## src/sv/ugec_pkg.sv

```systemverilog
`default_nettype none
package ugec_pkg;

    // Field widths fixed by the stream format
    localparam int VERT_W   = 6;
    localparam int VSPACE   = 64;   // vertices a 6-bit field can name
    localparam int CNT_W    = 7;
    localparam int FLOW_W   = 10;
    localparam int STAT_W   = 2;
    localparam int RES_W    = 2;

    localparam logic [FLOW_W-1:0] FLOW_CAP = 10'd1000;

    typedef enum logic [1:0] {
        ACT_ADD    = 2'd0,
        ACT_PAIR   = 2'd1,
        ACT_GLOBAL = 2'd2,
        ACT_NONE   = 2'd3
    } act_t;

    localparam logic [STAT_W-1:0] ST_OK    = 2'd0;
    localparam logic [STAT_W-1:0] ST_FULL  = 2'd1;
    localparam logic [STAT_W-1:0] ST_RANGE = 2'd2;

    // Controller to datapath
    typedef struct packed {
        logic              load;
        logic              status_we;
        logic [STAT_W-1:0] status_val;
        logic              global_init;
        logic              pair_init;
        logic              total_cap;
        logic              add_rd_u;
        logic              add1;
        logic              add2;
        logic              aug_start;
        logic              aug_head;
        logic              fetch_rd;
        logic              fetch_pop;
        logic              pop;
        logic              adv_link;
        logic              eval_found;
        logic              eval_push;
        logic              eval_next;
        logic              head_load;
        logic              upd_rd;
        logic              upd_e;
        logic              upd_ew;
        logic              upd_pw;
        logic              restore;
        logic              pair_next;
        logic              emit;
    } cmd_t;

    // Datapath to controller
    typedef struct packed {
        act_t act;
        logic uv_ok;
        logic full;
        logic cnt_over;
        logic same_uv;
        logic cnt_lt2;
        logic out_free;
        logic top_valid;
        logic d_zero;
        logic hit;
        logic sink;
        logic can_push;
        logic k_last;
        logic total_sat;
        logic restore_done;
        logic pair_more;
    } sts_t;

endpackage
`default_nettype wire

```

## src/sv/ugec_ctrl.sv

```systemverilog
`default_nettype none
module ugec_ctrl (
    input  wire logic          aclk,
    input  wire logic          aresetn,
    input  wire logic          s_tvalid,
    output logic               s_tready,
    input  wire ugec_pkg::sts_t sts,
    output ugec_pkg::cmd_t     cmd
);
    import ugec_pkg::*;

    typedef enum logic [18:0] {
        IDLE      = 19'b0000000000000000001,
        DISPATCH  = 19'b0000000000000000010,
        ADD1      = 19'b0000000000000000100,
        ADD2      = 19'b0000000000000001000,
        AUG_START = 19'b0000000000000010000,
        AUG_HEAD  = 19'b0000000000000100000,
        FETCH     = 19'b0000000000001000000,
        EVAL      = 19'b0000000000010000000,
        POP       = 19'b0000000000100000000,
        ADV_LINK  = 19'b0000000001000000000,
        HEAD      = 19'b0000000010000000000,
        UPD_RD    = 19'b0000000100000000000,
        UPD_E     = 19'b0000001000000000000,
        UPD_EW    = 19'b0000010000000000000,
        UPD_PW    = 19'b0000100000000000000,
        RESTORE   = 19'b0001000000000000000,
        PAIR_DONE = 19'b0010000000000000000,
        EMIT      = 19'b0100000000000000000,
        SPARE     = 19'b1000000000000000000
    } state_t;

    state_t state_reg, state_next;

    always_ff @(posedge aclk) begin
        if (!aresetn) begin
            state_reg <= IDLE;
        end else begin
            state_reg <= state_next;
        end
    end

    assign s_tready = (state_reg == IDLE) && sts.out_free;

    always_comb begin
        cmd        = '0;
        state_next = state_reg;
        case (state_reg)
            IDLE: begin
                if (s_tvalid && sts.out_free) begin
                    cmd.load   = 1'b1;
                    state_next = DISPATCH;
                end
            end
            DISPATCH: begin
                state_next = EMIT;
                case (sts.act)
                    ACT_ADD: begin
                        if (!sts.uv_ok) begin
                            cmd.status_we  = 1'b1;
                            cmd.status_val = ST_RANGE;
                        end else if (sts.full) begin
                            cmd.status_we  = 1'b1;
                            cmd.status_val = ST_FULL;
                        end else begin
                            cmd.add_rd_u = 1'b1;
                            state_next   = ADD1;
                        end
                    end
                    ACT_PAIR: begin
                        if (!sts.uv_ok) begin
                            cmd.status_we  = 1'b1;
                            cmd.status_val = ST_RANGE;
                        end else if (sts.same_uv) begin
                            cmd.total_cap = 1'b1;
                        end else begin
                            cmd.pair_init = 1'b1;
                            state_next    = AUG_START;
                        end
                    end
                    ACT_GLOBAL: begin
                        if (sts.cnt_over) begin
                            cmd.status_we  = 1'b1;
                            cmd.status_val = ST_RANGE;
                        end else begin
                            cmd.global_init = 1'b1;
                            cmd.pair_init   = 1'b1;
                            if (!sts.cnt_lt2) begin
                                state_next = AUG_START;
                            end
                        end
                    end
                    default: begin
                        state_next = EMIT;
                    end
                endcase
            end
            ADD1: begin
                cmd.add1   = 1'b1;
                state_next = ADD2;
            end
            ADD2: begin
                cmd.add2   = 1'b1;
                state_next = EMIT;
            end
            AUG_START: begin
                cmd.aug_start = 1'b1;
                state_next    = AUG_HEAD;
            end
            AUG_HEAD: begin
                cmd.aug_head = 1'b1;
                state_next   = FETCH;
            end
            FETCH: begin
                if (sts.top_valid) begin
                    cmd.fetch_rd = 1'b1;
                    state_next   = EVAL;
                end else if (sts.d_zero) begin
                    state_next = RESTORE;
                end else begin
                    cmd.fetch_pop = 1'b1;
                    state_next    = POP;
                end
            end
            POP: begin
                cmd.pop    = 1'b1;
                state_next = ADV_LINK;
            end
            ADV_LINK: begin
                cmd.adv_link = 1'b1;
                state_next   = FETCH;
            end
            EVAL: begin
                if (sts.hit && sts.sink) begin
                    cmd.eval_found = 1'b1;
                    state_next     = UPD_RD;
                end else if (sts.hit && sts.can_push) begin
                    cmd.eval_push = 1'b1;
                    state_next    = HEAD;
                end else begin
                    cmd.eval_next = 1'b1;
                    state_next    = FETCH;
                end
            end
            HEAD: begin
                cmd.head_load = 1'b1;
                state_next    = FETCH;
            end
            UPD_RD: begin
                cmd.upd_rd = 1'b1;
                state_next = UPD_E;
            end
            UPD_E: begin
                cmd.upd_e  = 1'b1;
                state_next = UPD_EW;
            end
            UPD_EW: begin
                cmd.upd_ew = 1'b1;
                state_next = UPD_PW;
            end
            UPD_PW: begin
                cmd.upd_pw = 1'b1;
                if (!sts.k_last) begin
                    state_next = UPD_RD;
                end else if (sts.total_sat) begin
                    state_next = RESTORE;
                end else begin
                    state_next = AUG_START;
                end
            end
            RESTORE: begin
                cmd.restore = 1'b1;
                if (sts.restore_done) begin
                    state_next = PAIR_DONE;
                end
            end
            PAIR_DONE: begin
                state_next = EMIT;
                if (sts.act == ACT_GLOBAL) begin
                    cmd.pair_next = 1'b1;
                    if (sts.pair_more) begin
                        cmd.pair_init = 1'b1;
                        state_next    = AUG_START;
                    end
                end
            end
            EMIT: begin
                cmd.emit   = 1'b1;
                state_next = IDLE;
            end
            default: begin
                state_next = IDLE;
            end
        endcase
    end
endmodule
`default_nettype wire

```

## config.mk

```make
export PLATFORM = sky130hd
export DESIGN_NAME = ugec_ctrl
export DESIGN_NICKNAME = d
export VERILOG_FILES = /design/src/sv/ugec_pkg.sv /design/src/sv/ugec_ctrl.sv
export SDC_FILE = /design/constraint.sdc
export NUM_CORES = 1
export LEC_CHECK = 0
export BUFFER_PORTS_ARGS = -buffer_cell sky130_fd_sc_hd__buf_2
export CORE_MARGIN = 4
export CORE_UTILIZATION = 30
export CTS_CLUSTER_DIAMETER = 100
export DETAILED_ROUTE_END_ITERATION = 7
export PLACE_DENSITY = 0.55
export SETUP_SLACK_MARGIN = 0.1
export SLEW_MARGIN = 20
export SYNTH_ARGS = -nofsm -noshare
export SYNTH_HDL_FRONTEND = slang
export SYNTH_SLANG_ARGS = --single-unit
export TNS_END_PERCENT = 100
```

## constraint.sdc

```tcl
create_clock -name aclk -period 2 [get_ports aclk]
set_input_delay 0.3 -clock aclk [delete_from_list [all_inputs] [get_ports aclk]]
set_output_delay 0.3 -clock aclk [all_outputs]
set_load 0.02 [all_outputs]
```

==> impl_metrics.ini <==
[logic_synthesis]
synth_compound_area_frac = 0.1323
synth_seq_area_share = 0.2684
synth_fa_ha_area_frac = 0.03728
synthMuxAreaShare = 0
yosysWarnings = 0
synth-seq-cells = 18
syn-num-nets = 193
synthesis.area_mm2 = 0.001343
synth-simple-area-share = 0.4762
synth_enable_flop_cells = 0
syn_area_per_cell_um2 = 7.944
netlist_instances = 169
synth_ff_type = dfxtp_1
synthXorXnorAreaFrac = 0.02610
synth.distinct_cells = 46
ys_async_sr_fraction = 0
synth_top_family_by_area = simple AND/OR/NAND/NOR gates

[floorplanning]
core-area_mm2 = 0.004354
rows = 24
die_h_um = 74.90
start_util = 0.3083
io_pins = 48
die_x_um = 74.90
dieArea_mm2 = 0.005609

[sta]
hold_ws_ns = 0.2353
fmax_ghz = 0.4260
fin_skew_ns = 0.007863
finalSetupViolations = 38
fin_crit_sh = 1.174
relSlewSlack = 0.5511
post-route-min-period_ns = 2.347
worst_pin_slew_ns = 0.6563
rsz0062_at_grt = yes
drv_slew = 0
setup_ws_ns = -0.3472
hold_violations = 0

[layout]
layout_commonest_cell = buf_4
drive_gt1_frac = 0.6217
final_cell_mix = buf_4 (46), buf_6 (27), buf_2 (23)
fill_cells = 359
final_nets = 292
ff_latch_area_um2 = 370.4
area.growth.synth_to_final_pct = 93.57
multi_input_area_mm2 = 0.001235
antennaDiodeCount = 0
largest_reg_flops = 18

[drt]
drc_errors = 0
ant_nets = 0
dr.pass1.iters = 4
routed_wirelength_um = 4671
drtIter0Drc = 57
wl_per_cell_um = 14.64
viasPerCell = 5.044
dr_total_vias = 1609

[power_and_ir_drop]
peakVddDrop_uv = 218.2
power_uw = 908.0
powerDensity_mw_per_mm2 = 349.4
p_leak_uw = 0.001082

[setup_path]
reg2reg_depth = 8
reg2reg_from = state_reg[3]
path_common_cell = buf_4
cp.arrival_ns = 2.05
slowest_delay_ns = 0.34
worst_path_max_delay_cell = dfxtp_2
crit_path_end_kind = output pin
crit_required_ns = 1.70
reg2reg_slack_ns = -0.13
crit_path_max_fanout = 5
worstSetupPathType = reg -> out
worstPathCellList = nor4_4, buf_4, buf_4, and4_4, nand4b_4, buf_12, a211oi_4, buf_6
crit-reg2reg-capture = state_reg[3]
startpoint_type = register

[clocking]
cts_buffers = 3
hold_buffers = 0
cts_root_buf = clkbuf_8
cts.sinks = 18
clock_latency_ns = 0.26
cts_tree = yes
cts.path.max_buffers = 2
htree_levels = 1
clkTransAtPathRegs_ns = 0.08

[global_routing]
grt_pass1_wl_um = 7279
grt_max_degree = 11
grt.overflow.total = 0
antenna_found_initial = 0
grt_pass1_vias = 1522
grt_usage = 0.1696

[placement]
routabilityCongestion = 0.7742
io_buffers = 47
post-dp-hpwl_um = 3338

[min_path]
min_from = sts[8]
worst_hold_path.endpoint = state_reg[8]
hp-class = in -> reg
hold_depth = 2

[outcome]
violations = negative setup slack
status = finished, violations left

[job]
max_cap_viol_count = 0
-- per-layer routing --
layer / global-route usage / share of wire / up-vias
li1: - / - / 823
met1: 0.2170 / 0.43 / 743
met2: 0.2911 / 0.51 / 37
met3: 0.02403 / 0.037 / 6
met4: 0.05731 / 0.016 / 0
met5: 0 / 0 / -
-- where the power goes --
part | switching, uW | internal (uW) | leakage (uW) | total [uW]
sequential | 3.38 | 360 | 0.000149 | 363
clock | 129 | 175 | 0.0000288 | 304
combinational | 123 | 118 | 0.000905 | 241
total | 255 | 652 | 0.00108 | 908
-- area by class of cell --
| class | count | area share |
|---|---|---|
| multi-input cells | 135 | 0.4752 |
| repair buffers | 99 | 0.3192 |
| flip-flops and latches | 18 | 0.1425 |
| clock buffers | 4 | 0.02118 |
| inverters | 11 | 0.01685 |
| well taps | 52 | 0.02504 |
-- metrics by stage --
step                TNS (ns)  setup slack, ns  cells  cell area [um^2]  utilization
floorplan            -0.1514         -0.04042    169              1526            -
global placement     -0.2205         -0.05798    303              2103       0.4830
detailed placement   -0.5333         -0.09923    303              2103       0.4830
CTS                   -7.250          -0.3306    319              2457       0.5644
global route          -11.18          -0.4554    319              2599       0.5968
finish                -7.205          -0.3472    319              2599       0.5968
-- worst max-delay path: cells and delay by family (launching register included) --
family | cells | cell delay [ns]
compound gates | 1 | 0.17
buf+inv | 4 | 0.63
simple gates | 3 | 0.64
flops | 1 | 0.34
-- how the worst max path moves through the flow --
stage | from | end | slack (ns) | cells after the start
3_3_place_gp | state_reg[8] | cmd[13] | -0.06 | 8
4_1_cts | state_reg[12] | cmd[13] | -0.33 | 8
6_report | state_reg[8] | cmd[24] | -0.35 | 8
3_5_place_dp | state_reg[12] | cmd[13] | -0.1 | 8
5_1_grt | state_reg[15] | cmd[21] | -0.46 | 7
2_1_floorplan | state_reg[8] | cmd[19] | -0.04 | 6
-- cell usage after synthesis, drive strengths merged, types with 2 or more instances --
cell type / number / area (um^2)
a21oi: 5 / 25.02
nand4b: 2 / 23.77
and3: 2 / 12.51
a41o: 2 / 20.02
nor4b: 2 / 17.52
buf: 4 / 35.03
a31oi: 3 / 18.77
nor3: 12 / 60.06
nand3b: 3 / 22.52
nand2: 13 / 48.80
nor2b: 2 / 12.51
dfxtp: 18 / 360.4
o21ai: 6 / 30.03
or3: 5 / 36.28
and2: 2 / 12.51
ha: 4 / 50.05
nand4: 4 / 40.04
nor4: 9 / 107.6
nand3: 4 / 20.02
a22oi: 2 / 15.01
xor2: 4 / 35.03
inv: 11 / 41.29
and4: 2 / 17.52
nor3b: 8 / 60.06
nand2b: 5 / 31.28
nor2: 22 / 82.58
-- timing repair --
action / CTS / global route
buffers inserted: 12 / 5
cloned: 0 / 1
gates resized for setup: 59 / 33
pin swaps: 15 / 18
endpoints found under the hold margin: 0 / 0
setup endpoints to repair: 42 / 45
-- cells by family after synthesis --
logic type,after synthesis
simple gates,101
buf+inv,16
compound gates,26
xor+xnor,4
fa+ha+maj,4
flops,18
(Power assumes the default switching activity.)
